**src/virtual_server_range_classifier_macros.svh**
```systemverilog
// Assertion macros used by the RTL of virtual_server_range_classifier.sv.
`ifndef VIRTUAL_SERVER_RANGE_CLASSIFIER_MACROS_SVH
`define VIRTUAL_SERVER_RANGE_CLASSIFIER_MACROS_SVH

// Check a property outside reset.
`define VSRC_ASSERT(lbl, prop, msg) \
    lbl: assert property (@(posedge clk) disable iff (!rst_n) prop) else $error(msg);

// Check a property at every edge, reset included.
`define VSRC_ASSERT_ALWAYS(lbl, prop, msg) \
    lbl: assert property (@(posedge clk) prop) else $error(msg);

`endif

```
**src/vsrc_pkg.sv**
```systemverilog
package vsrc_pkg;

    localparam int unsigned ENTRIES = 64;
    localparam int unsigned IDX_W = (ENTRIES > 1) ? $clog2(ENTRIES) : 1;

    localparam logic [1:0] FUNC_ADD  = 2'd0;
    localparam logic [1:0] FUNC_DEL  = 2'd1;
    localparam logic [1:0] FUNC_FIND = 2'd2;
    localparam logic [1:0] FUNC_NOP  = 2'd3;

    localparam logic [1:0] STATUS_OK       = 2'd0;
    localparam logic [1:0] STATUS_FULL     = 2'd1;
    localparam logic [1:0] STATUS_NOTFOUND = 2'd2;

    localparam logic [2:0] KIND_LLB    = 3'd0;
    localparam logic [2:0] KIND_DOMAIN = 3'd5;

    typedef struct packed {
        logic [1:0]  func;
        logic [15:0] ext_id;
        logic [2:0]  svc_kind;
        logic        is_v4;
        logic [63:0] addr_a_hi;
        logic [63:0] addr_a_lo;
        logic [63:0] addr_b_hi;
        logic [63:0] addr_b_lo;
        logic [15:0] port_a;
        logic [15:0] port_b;
        logic [15:0] pool_id;
        logic        skip_llb;
    } key_t;

    typedef struct packed {
        logic             vld;
        logic             free_fnd;
        logic [IDX_W-1:0] free_idx;
        logic             del_fnd;
        logic             hit;
        logic [IDX_W-1:0] hit_idx;
        logic [15:0]      hit_id;
        logic [15:0]      hit_pool;
        logic [2:0]       hit_kind;
    } tok_t;

    typedef struct packed {
        logic             en;
        logic [IDX_W-1:0] idx;
    } wr_t;

endpackage

```
**src/vsrc_cell.sv**
```systemverilog
module vsrc_cell (
    input  logic                      clk,
    input  logic                      rst_n,
    input  logic [vsrc_pkg::IDX_W-1:0] cell_idx,
    input  logic [vsrc_pkg::IDX_W:0]   hw,
    input  vsrc_pkg::key_t            key,
    input  vsrc_pkg::wr_t             wr,
    input  vsrc_pkg::tok_t            tok_in,
    output vsrc_pkg::tok_t            tok_out
);

    logic        used_reg;
    logic        v4_reg;
    logic [15:0] id_reg;
    logic [2:0]  kind_reg;
    logic [15:0] pool_reg;
    logic [63:0] rlo_hi_reg;
    logic [63:0] rlo_lo_reg;
    logic [63:0] rhi_hi_reg;
    logic [63:0] rhi_lo_reg;
    logic [15:0] plo_reg;
    logic [15:0] phi_reg;
    vsrc_pkg::tok_t tok_reg;
    vsrc_pkg::tok_t tok_next;

    logic         below;
    logic         wr_here;
    logic         del_here;
    logic         eligible;
    logic         addr_ok;
    logic         port_ok;
    logic [63:0]  key4;
    logic [127:0] key6;
    logic [127:0] lo6;
    logic [127:0] hi6;

    assign below   = {1'b0, cell_idx} < hw;
    assign wr_here = wr.en && (wr.idx == cell_idx);
    assign del_here = tok_in.vld && (key.func == vsrc_pkg::FUNC_DEL) && below
                      && (id_reg == key.ext_id);

    assign key4 = {32'd0, key.addr_a_lo[31:0]};
    assign key6 = {key.addr_a_hi, key.addr_a_lo};
    assign lo6  = {rlo_hi_reg, rlo_lo_reg};
    assign hi6  = {rhi_hi_reg, rhi_lo_reg};

    always_comb
    begin
        if (key.is_v4)
        begin
            addr_ok = v4_reg && ((rlo_lo_reg == 64'd0)
                      || ((rlo_lo_reg <= key4) && (key4 <= rhi_lo_reg)));
        end
        else
        begin
            addr_ok = (lo6 == 128'd0) || ((lo6 <= key6) && (key6 <= hi6));
        end
        port_ok = (plo_reg == 16'd0) || (key.port_a == 16'd0)
                  || ((plo_reg <= key.port_a) && (key.port_a <= phi_reg));
        eligible = used_reg && (kind_reg != vsrc_pkg::KIND_DOMAIN)
                   && !(key.skip_llb && (kind_reg == vsrc_pkg::KIND_LLB));
    end

    always_comb
    begin
        tok_next = tok_in;
        if (tok_in.vld && below)
        begin
            if ((key.func == vsrc_pkg::FUNC_ADD) && !used_reg && !tok_in.free_fnd)
            begin
                tok_next.free_fnd = 1'b1;
                tok_next.free_idx = cell_idx;
            end
            if (del_here)
            begin
                tok_next.del_fnd = 1'b1;
            end
            if ((key.func == vsrc_pkg::FUNC_FIND) && !tok_in.hit && eligible
                && addr_ok && port_ok)
            begin
                tok_next.hit      = 1'b1;
                tok_next.hit_idx  = cell_idx;
                tok_next.hit_id   = id_reg;
                tok_next.hit_pool = pool_reg;
                tok_next.hit_kind = kind_reg;
            end
        end
    end

    always_ff @(posedge clk or negedge rst_n)
    begin
        if (!rst_n)
        begin
            used_reg <= 1'b0;
            v4_reg   <= 1'b0;
            id_reg   <= 16'd0;
            kind_reg <= 3'd0;
            tok_reg  <= '0;
        end
        else
        begin
            tok_reg <= tok_next;
            if (wr_here)
            begin
                used_reg <= 1'b1;
                v4_reg   <= key.is_v4;
                id_reg   <= key.ext_id;
                kind_reg <= key.svc_kind;
            end
            else if (del_here)
            begin
                used_reg <= 1'b0;
            end
        end
    end

    always_ff @(posedge clk)
    begin
        if (wr_here)
        begin
            pool_reg <= key.pool_id;
            plo_reg  <= key.port_a;
            phi_reg  <= key.port_b;
            if (key.is_v4)
            begin
                rlo_hi_reg <= 64'd0;
                rlo_lo_reg <= {32'd0, key.addr_a_lo[31:0]};
                rhi_hi_reg <= 64'd0;
                rhi_lo_reg <= {32'd0, key.addr_b_lo[31:0]};
            end
            else
            begin
                rlo_hi_reg <= key.addr_a_hi;
                rlo_lo_reg <= key.addr_a_lo;
                rhi_hi_reg <= key.addr_b_hi;
                rhi_lo_reg <= key.addr_b_lo;
            end
        end
    end

    assign tok_out = tok_reg;

endmodule

```
**config.mk**
```make
export PLATFORM = sky130hd
export DESIGN_NAME = vsrc_cell
export DESIGN_NICKNAME = d
export VERILOG_FILES = /design/src/virtual_server_range_classifier_macros.svh /design/src/vsrc_pkg.sv /design/src/vsrc_cell.sv
export SDC_FILE = /design/constraint.sdc
export NUM_CORES = 1
export LEC_CHECK = 0
export ABC_AREA = 1
export BUFFER_PORTS_ARGS = -buffer_cell sky130_fd_sc_hd__buf_4
export CAP_MARGIN = 20
export CORE_UTILIZATION = 42
export DETAILED_ROUTE_END_ITERATION = 6
export PLACE_DENSITY = 0.7
export SETUP_SLACK_MARGIN = 0.5
export SYNTH_ARGS = -nofsm -noshare
export SYNTH_HDL_FRONTEND = slang
export SYNTH_SLANG_ARGS = --single-unit
export TNS_END_PERCENT = 30
```
**constraint.sdc**
```tcl
create_clock -name clk -period 4.6 [get_ports clk]
set_input_delay 0.69 -clock clk [delete_from_list [all_inputs] [get_ports clk]]
set_output_delay 0.69 -clock clk [all_outputs]
set_load 0.005 [all_outputs]
```
==> results.cfg, run 1 <==
[status]
status = completed

[sta]
hold_viol_final = 0
fin_setup_tns_ns = 0
setup-violations-final = 0
setup_ws_ns = 1.276
fmax_mhz = 300.8
post-route-min-period_ns = 3.324
worst_pin_slew_ns = 0.9516
rsz0062_at_grt = no
finalMaxSlewViolations = 0
finalClockSkew_ns = 0.02349
period_share_pct = 72.26
max-slew-margin-rel_pct = 36.56
whs_ns = 0.2309

[placement]
preCtsSetupSlack_ns = 0.8117
port_buffers = 450
place_congestion = 0.8851
dpl_cell_area_sq_mm = 0.02586
hpwl_mm = 45.85

[yosys]
synthesis.instances = 2317
netlist_top_cells_area = edfxtp_1, ha_1, dfrtp_1
yosysSeqAreaShare_pct = 50.38
synth_compound_area_share_pct = 5.398
synthAdderAreaFrac_pct = 16.90
ys_warn_count = 0
syn_area_per_cell_sq_um = 9.363
yosysMostFrequentCell = inv_1
ys.flop_type = edfxtp_1
yosysTopAreaCellShare_pct = 42.08
synthArstFlopShare_pct = 19.15
synth.mux.area_fraction_pct = 0.1557
synth_edf_count = 304
ys_ff_latch = 376
synth_top_area_cell = edfxtp_1
netlist_top_cells_count = inv_1, nand2_1, edfxtp_1, ha_1, nor2_1
netlist_area_sq_mm = 0.02169
synth_cell_types = 40
synth_top_family_by_area = simple AND/OR/NAND/NOR gates
synthXorXnorAreaFrac_pct = 0.5652
synthesis.nets = 3010
synth-simple-area-share_pct = 17.63

[finish]
area_growth_pct = 25.79
finish.net_count = 3481
final_area_sq_mm = 0.02729
final_util_pct = 53.95
final_layout_size_suffix_gt1_share_pct = 19.62
fillCellCount = 4490

[power_and_ir_drop]
switching_share_pct = 24.14
cellLeakagePower_uw = 0.01364
power_frac_comb_pct = 12.3
vdd_ir_drop_max_mv = 0.3277
p_sw_uw = 2023
pwr-share-clk_pct = 41.5
internal-power_uw = 6359
seq_power_share_pct = 46.3
powerDensity_mw_per_mm2 = 307.2

[cts]
clock_sinks = 376
cts_buffer_depth = 3
cts_hold_buf = 0
ctsHtreeMaxLevel = 2
cts_root_buf = clkbuf_16
clk_latency_ns = 0.57
cts_tree = built
numCtsBuffers = 44
clk_pin_slew_ns = 0.06
cts_resized = 0
post_cts_buffers = 0

[setup_path]
worstReg2RegEnd = tok_out[4]
crit_chain = inv_1 -> ha_1 -> nand2_1 -> nor2_1 -> nand2_1 -> nor2_1 -> nand4_1 -> or3_1 -> nand2_1 -> nand2_2 -> nand2_4 -> nand2_4 -> nand2_1 -> nand2_1
slowest_stage = nand2_4
r2r_slack_ns = 1.28
rr_worst_depth = 14
crit_type = reg -> reg
end_kind = flip-flop
max_stage_delay_ns = 0.44
crit_path_start_kind = flip-flop
critPathRequiredTime_ns = 5.06
critPathTopFamily = simple AND/OR/NAND/NOR gates
r2r-start = rhi_hi_reg[31]
crit_path_frequent_cell = nand2_1
crit_path_max_fanout = 42
worstPathArrival_ns = 3.78
crit_buf_inv = 1

[global_routing]
grt.overflow.total = 0
grt_pass1_wl_mm = 92.76
grt_usage_pct = 22.21
grt_max_degree = 129
grt_pass1_vias = 18100
antenna_found_initial = 3

[route]
viasPerCell = 4.919
wl_per_cell_microns = 16.75
wl_mm = 58.57
drc = 0
ant_nets = 0
drt-initial-drc-count = 925
drtPass1Iterations = 7
dr_total_vias = 17200

[hold_path]
min_path_type = in -> reg
hold_start = tok_in[50]
hold_end = tok_out[50]
worstHoldPathCells = 1

[floorplanning]
start_util_pct = 42.89
fp.dieH_microns = 229.3
num_rows = 82
pin_count = 451
die_area_sq_mm = 0.05257
coreArea_sq_mm = 0.05058
die_x_microns = 229.3

[job]
cap_violations = 0
[area by class of cell]
class / instances / area (sq um) / share of cell area [%]
Sequential cell: 376 / 10930 / 40.05
Multi-Input combinational cell: 1436 / 8817 / 32.31
Timing Repair Buffer: 462 / 3510 / 12.86
Inverter: 468 / 1764 / 6.465
Clock buffer: 63 / 1245 / 4.562
Tap cell: 672 / 840.8 / 3.081
Clock inverter: 19 / 180.2 / 0.6602
Antenna cell: 1 / 2.502 / 0.009170
[layer usage]
layer  vias to the layer above  share of wire (%)  track usage, %
li1                       8527                  -               -
met1                      8104                 42           26.49
met2                       457                 50           39.46
met3                       109                5.6           4.930
met4                         4                3.0           7.146
met5                         -              0.041               0
[metrics by stage]
step | power (uW) | std cells
after floorplan | 4434 | 2317
after global placement | 4922 | 3414
after detailed placement | 4973 | 3414
after CTS | 8474 | 3496
after global routing | 8743 | 3497
final | 8382 | 3497
[how the worst max path moves through the flow]
stage / cells past startpoint / endpoint / slack, ns / startpoint
2_1_floorplan: 7 / phi_reg[0] / 0.52 / cell_idx[0]
3_3_place_gp: 14 / tok_out[22] / 0.87 / key[280]
3_5_place_dp: 14 / tok_out[4] / 0.81 / key[280]
4_1_cts: 14 / tok_out[4] / 1.24 / rhi_lo_reg[38]
5_1_grt: 14 / tok_out[24] / 0.95 / rhi_lo_reg[39]
6_report: 14 / tok_out[4] / 1.28 / rhi_hi_reg[31]
[worst reg2reg max path: cells and delay by family (launching register included)]
kind	cells	cell delay, ns
simple gates	12	2.57
flops	1	0.32
fa+ha+maj	1	0.28
buf+inv	1	0.04
[power by group through the flow]
stage	registers (uW)	logic (uW)	clock network (uW)
2_1_floorplan	3930	505	0
3_5_place_dp	3940	1030	0
5_1_grt	3890	1170	3680
4_1_cts	3880	1040	3560
6_report	3880	1030	3480
3_3_place_gp	3940	982	0
[placed cells by master (no fill, tap or decap), types with 5 or more instances in the layout]
cell type,netlist,final
buf_4,4,458
nand2_1,434,434
clkinv_2,0,6
inv_1,466,466
nor2_1,288,288
ha_1,293,293
nand3_1,68,68
o21a_1,16,16
nor4_1,41,41
a21oi_1,144,144
clkbuf_1,24,14
dfrtp_1,72,72
o21ai_0,38,38
nand4_1,38,38
a21o_1,7,7
edfxtp_1,304,304
clkbuf_16,0,46
clkinv_1,1,5
nand2_2,11,11
or2_2,5,5
xor2_1,10,10
nor3_1,10,10
[cells by family after synthesis]
logic type / after synthesis
adder cells (fa/ha/maj): 293
flip-flops: 376
multiplexers: 3
buffers and inverters: 505
AND/OR/NAND/NOR: 911
AO/OA/AOI/OAI: 215
XOR/XNOR: 14
(Power assumes the default switching activity.)
==> run 2, diff against run 1 <==
ABC_AREA = 0   (was 1)
clock period = 3.3 ns   (was 4.6 ns; I/O delays follow)
==> results.cfg, run 2 <==
[sta]
finalMaxSlewViolations = 0
post-route-min-period_ns = 3.594
setup_ws_ns = -0.2940
finalClockSkew_ns = 0.01620
period_share_pct = 108.9
setup-violations-final = 42
fin_setup_tns_ns = -11.32
hold_viol_final = 0
worst_pin_slew_ns = 0.9237
rsz0062_at_grt = yes
fmax_mhz = 278.2
max-slew-margin-rel_pct = 38.42
whs_ns = 0.06371

[power_and_ir_drop]
total_power_uw = 11630
vdd_ir_drop_max_mv = 0.3543
powerDensity_mw_per_mm2 = 415.8
cellLeakagePower_uw = 0.01305

[status]
failed_checks = negative setup slack
status = finished with violations

[global_routing]
grt_pass1_vias = 16920
antenna_found_initial = 4
grt.overflow.total = 0
grt_pass1_wl_mm = 88.40
grt_max_degree = 83
grt_usage_pct = 22.51

[cts]
cts_root_buf = clkbuf_16
ctsHtreeMaxLevel = 2
clock_sinks = 376
cts_tree = built
cts_buffer_depth = 3
clk_pin_slew_ns = 0.06
numCtsBuffers = 43
cts_hold_buf = 0
clk_latency_ns = 0.56

[yosys]
synth_top_area_cell = edfxtp_1
ys_warn_count = 0
syn_area_per_cell_sq_um = 11.43
netlist_area_sq_mm = 0.02093
synthesis.nets = 2525
netlist_top_cells_count = edfxtp_1, inv_1, ha_1, nor2_1, a21oi_1
yosysMostFrequentCell = edfxtp_1
synthesis.instances = 1832
ys.flop_type = edfxtp_1
synth_edf_count = 304
yosysSeqAreaShare_pct = 52.22
synthArstFlopShare_pct = 19.15
synth_cell_types = 54
netlist_top_cells_area = edfxtp_1, ha_1, dfrtp_1
yosysTopAreaCellShare_pct = 43.61
ys_ff_latch = 376

[floorplanning]
pin_count = 451
start_util_pct = 42.67
num_rows = 81
coreArea_sq_mm = 0.04905
fp.dieH_microns = 225.2
die_x_microns = 225.2
die_area_sq_mm = 0.05073

[setup_path]
rr_worst_depth = 13
worstPathArrival_ns = 4.04
end_kind = flip-flop
crit_path_start_kind = flip-flop
worstReg2RegEnd = tok_out[7]
critPathRequiredTime_ns = 3.74
r2r-start = rhi_hi_reg[27]
setup.worst_path.end = tok_out[7]
crit_path_max_fanout = 7
r2r_slack_ns = -0.29
crit_type = reg -> reg
critPathLaunch = rhi_hi_reg[27]

[route]
drt-initial-drc-count = 820
dr_total_vias = 16150
drc = 0
wl_per_cell_microns = 18.45
drtPass1Iterations = 5
wl_mm = 58.07
viasPerCell = 5.133
ant_nets = 0

[finish]
final_cell_mix = buf_4, edfxtp_1, inv_1, ha_1, nor2_1
final_layout_size_suffix_gt1_share_pct = 30.42
layout.cells.non_filler = 3147
area_growth_pct = 33.65
final_util_pct = 57.03
finish.net_count = 3144
final_common_cell = buf_4

[placement]
port_buffers = 450
hpwl_mm = 45.13
place_congestion = 0.9223
place_inst = 3062

[job]
cap_violations = 0

[hold_path]
min_path_type = in -> async
-- run 2: report_power, final --
part,internal [uW],total (uW),switching [uW]
combinational,813,1470,656
sequential,5280,5370,90.1
clock,2850,4800,1940
total,8940,11600,2690
-- run 2: stage by stage --
| stage | cell area [sq um] | setup slack [ns] |
|---|---|---|
| after floorplan | 20980 | 0.001090 |
| after global placement | 26190 | -0.5030 |
| after detailed placement | 26190 | -0.6171 |
| after CTS | 27870 | -0.3090 |
| after global routing | 27980 | -0.4060 |
| final | 27980 | -0.2940 |
-- run 2: worst min-delay path by stage --
stage	startpoint	depth (start not counted)	to
floorplan	rst_n	0	id_reg[0]
global placement	pool_reg[1]	1	tok_out[4]
detailed placement	pool_reg[12]	1	tok_out[15]
CTS	tok_in[50]	1	tok_out[50]
global route	tok_in[50]	1	tok_out[50]
finish	rst_n	1	tok_out[44]
-- run 2: cells by family (layout without fill, tap and decap cells) --
| kind of cell | after synthesis | count (layout) | share of synthesized area, % |
|---|---|---|---|
| and+or+nand+nor | 503 | 503 | 12.58 |
| DFF | 376 | 376 | 52.22 |
| buffers and inverters | 327 | 977 | 6.008 |
| adders and majority gates | 293 | 293 | 17.51 |
| AOI/OAI and AO/OA | 244 | 244 | 7.149 |
| muxes | 67 | 67 | 3.605 |
| xor gates and xnor gates | 22 | 22 | 0.9205 |
| other | 0 | 1 | 0 |
-- run 2: layout make-up --
type | instances | area (sq um)
Inverter | 299 | 1122
Timing Repair Buffer | 602 | 4705
Tap cell | 664 | 830.8
Clock inverter | 24 | 217.7
Fill cell | 4073 | 21080
Antenna cell | 1 | 2.502
Multi-Input combinational cell | 1129 | 8985
Sequential cell | 376 | 10930
Clock buffer | 52 | 1182
-- run 2: per-layer routing --
layer | routed length, microns | part of all wire, % | vias up | GRT usage (%)
met5 | 34 | 0.059 | - | 0
met1 | 24150 | 42 | 7720 | 27.39
met3 | 3284 | 5.7 | 123 | 4.302
met2 | 28770 | 50 | 493 | 39.47
li1 | - | - | 7811 | -
met4 | 1830 | 3.2 | 6 | 8.163
-- run 2: critical path: stages (launching register included) --
cell	delay, ns
edfxtp_1	0.36
inv_2	0.05
ha_4	0.26
nand4_1	0.17
nor4_4	0.37
nand4_1	0.18
or4_4	0.54
or4_1	0.42
o22ai_1	0.15
nor2_1	0.09
o211ai_4	0.19
buf_12	0.19
clkbuf_16	0.18
mux2_2	0.33
-- run 2: repair_timing --
item	CTS	global route
buffers inserted	2	0
setup endpoints to repair	42	42
resized for setup	38	12
gates cloned	3	3
pin swaps	8	6
==> run 3, diff against run 2 <==
PLACE_DENSITY = default   (was 0.7)
PLACE_DENSITY_LB_ADDON = 0.12   (was default)
SKIP_LAST_GASP = 1   (was default)
==> results.cfg, run 3 (synthesis results as in run 2) <==
[route]
dr_total_vias = 15800
drtPass1Iterations = 5
ant_nets = 0
wl_mm = 57.07
drt-initial-drc-count = 820
wl_per_cell_microns = 17.96
viasPerCell = 4.973
drc = 0

[setup_path]
crit_path_max_fanout = 10
critPathRequiredTime_ns = 3.74
crit_path_start_kind = flip-flop
worstPathArrival_ns = 4.06
end_kind = flip-flop
crit_type = reg -> reg

[power_and_ir_drop]
powerDensity_mw_per_mm2 = 412.8
total_power_uw = 11570
vdd_ir_drop_max_mv = 0.3454
cellLeakagePower_uw = 0.01300

[floorplanning]
start_util_pct = 42.67
fp.dieH_microns = 225.2
die_x_microns = 225.2
num_rows = 81
pin_count = 451
coreArea_sq_mm = 0.04905
die_area_sq_mm = 0.05073

[sta]
fin_setup_tns_ns = -11.90
setup_ws_ns = -0.3183
period_share_pct = 109.6
post-route-min-period_ns = 3.618
finalClockSkew_ns = 0.02406
rsz0062_at_grt = yes
hold_viol_final = 0
finalMaxSlewViolations = 0
fmax_mhz = 276.4
worst_pin_slew_ns = 0.9378
max-slew-margin-rel_pct = 37.48
setup-violations-final = 42

[cts]
clk_latency_ns = 0.58
cts_root_buf = clkbuf_16
ctsHtreeMaxLevel = 2
clk_pin_slew_ns = 0.05
cts_tree = built
cts_buffer_depth = 3
numCtsBuffers = 45
clock_sinks = 376

[global_routing]
grt_pass1_vias = 16370
grt_pass1_wl_mm = 86.26
antenna_found_initial = 0
grt.overflow.total = 0
grt_usage_pct = 22.01
grt_max_degree = 150

[status]
status = finished with violations
failed_checks = negative setup slack

[finish]
n_antenna_cell = 0
finish.net_count = 3172
final_cell_mix = buf_4, edfxtp_1, inv_1, ha_1, nor2_1
area_growth_pct = 33.94
final_layout_size_suffix_gt1_share_pct = 30.75
final_common_cell = buf_4
layout.cells.non_filler = 3178

[placement]
hpwl_mm = 44.77
port_buffers = 450
place_congestion = 0.8549
place_inst = 3089

[job]
cap_violations = 0

[hold_path]
min_path_type = in -> async
-- run 3: critical path: stages, from the launching register on --
cell	delay, ns
edfxtp_1	0.35
inv_1	0.05
ha_1	0.30
nand4_1	0.16
nor4_1	0.37
nand2_1	0.16
or4_4	0.56
or4_4	0.44
o22ai_4	0.11
nor2_2	0.07
o211ai_4	0.20
buf_4	0.18
buf_6	0.19
mux2_2	0.34
-- run 3: area by class of cell --
type | count | area, sq um
timing repair buffer | 628 | 4920
multi-input combinational | 1129 | 8846
inverter | 299 | 1122
clock buffer | 62 | 1242
fill | 4316 | 21020
clock inverter | 20 | 142.6
tap | 664 | 830.8
sequential | 376 | 10930
-- run 3: per-layer routing --
metal  wire, microns  track usage [%]  part of all wire (%)
met1           24420            28.17                    43
met2           27980            37.33                    49
met3            3130            4.211                   5.5
met4            1540            7.220                   2.7
met5               0                0                     0
-- run 3: stage by stage --
stage	hold WS (ns)	setup slack, ns	instance area (sq um)	utilization, %
6_report	0.04737	-0.3183	28030	57.15
5_1_grt	0.02729	-0.4598	28030	57.15
4_1_cts	0.01655	-0.3550	27860	56.79
3_5_place_dp	0.4642	-0.5917	26470	53.96
3_3_place_gp	0.4344	-0.5349	26470	53.96
2_1_floorplan	0.1994	0.001090	20980	-
-- run 3: worst paths after layout --
kind,startpoint,to,slack (ns),cells past startpoint
min,rst_n,tok_out[36],0.05,1
min reg2reg,pool_reg[10],tok_out[13],0.47,1
max,rhi_lo_reg[63],tok_out[17],-0.32,13
max reg2reg,rhi_lo_reg[63],tok_out[17],-0.32,13
max in group asynchronous,rst_n,tok_out[14],2.60,1
min in group clk,tok_in[50],tok_out[50],0.05,1
-- run 3: where the power goes --
group | switching (uW) | internal, uW
clock | 1970 | 2780
combinational | 641 | 817
sequential | 87.2 | 5280
total | 2700 | 8870
-- run 3: timing repair --
item / in CTS / in global routing
gates resized for setup: 0 / 13
pin swaps: 0 / 2
setup endpoints to repair: 42 / 42
gates cloned: 0 / 5
buffers inserted: 0 / 2
hold buffers: 0 / 0
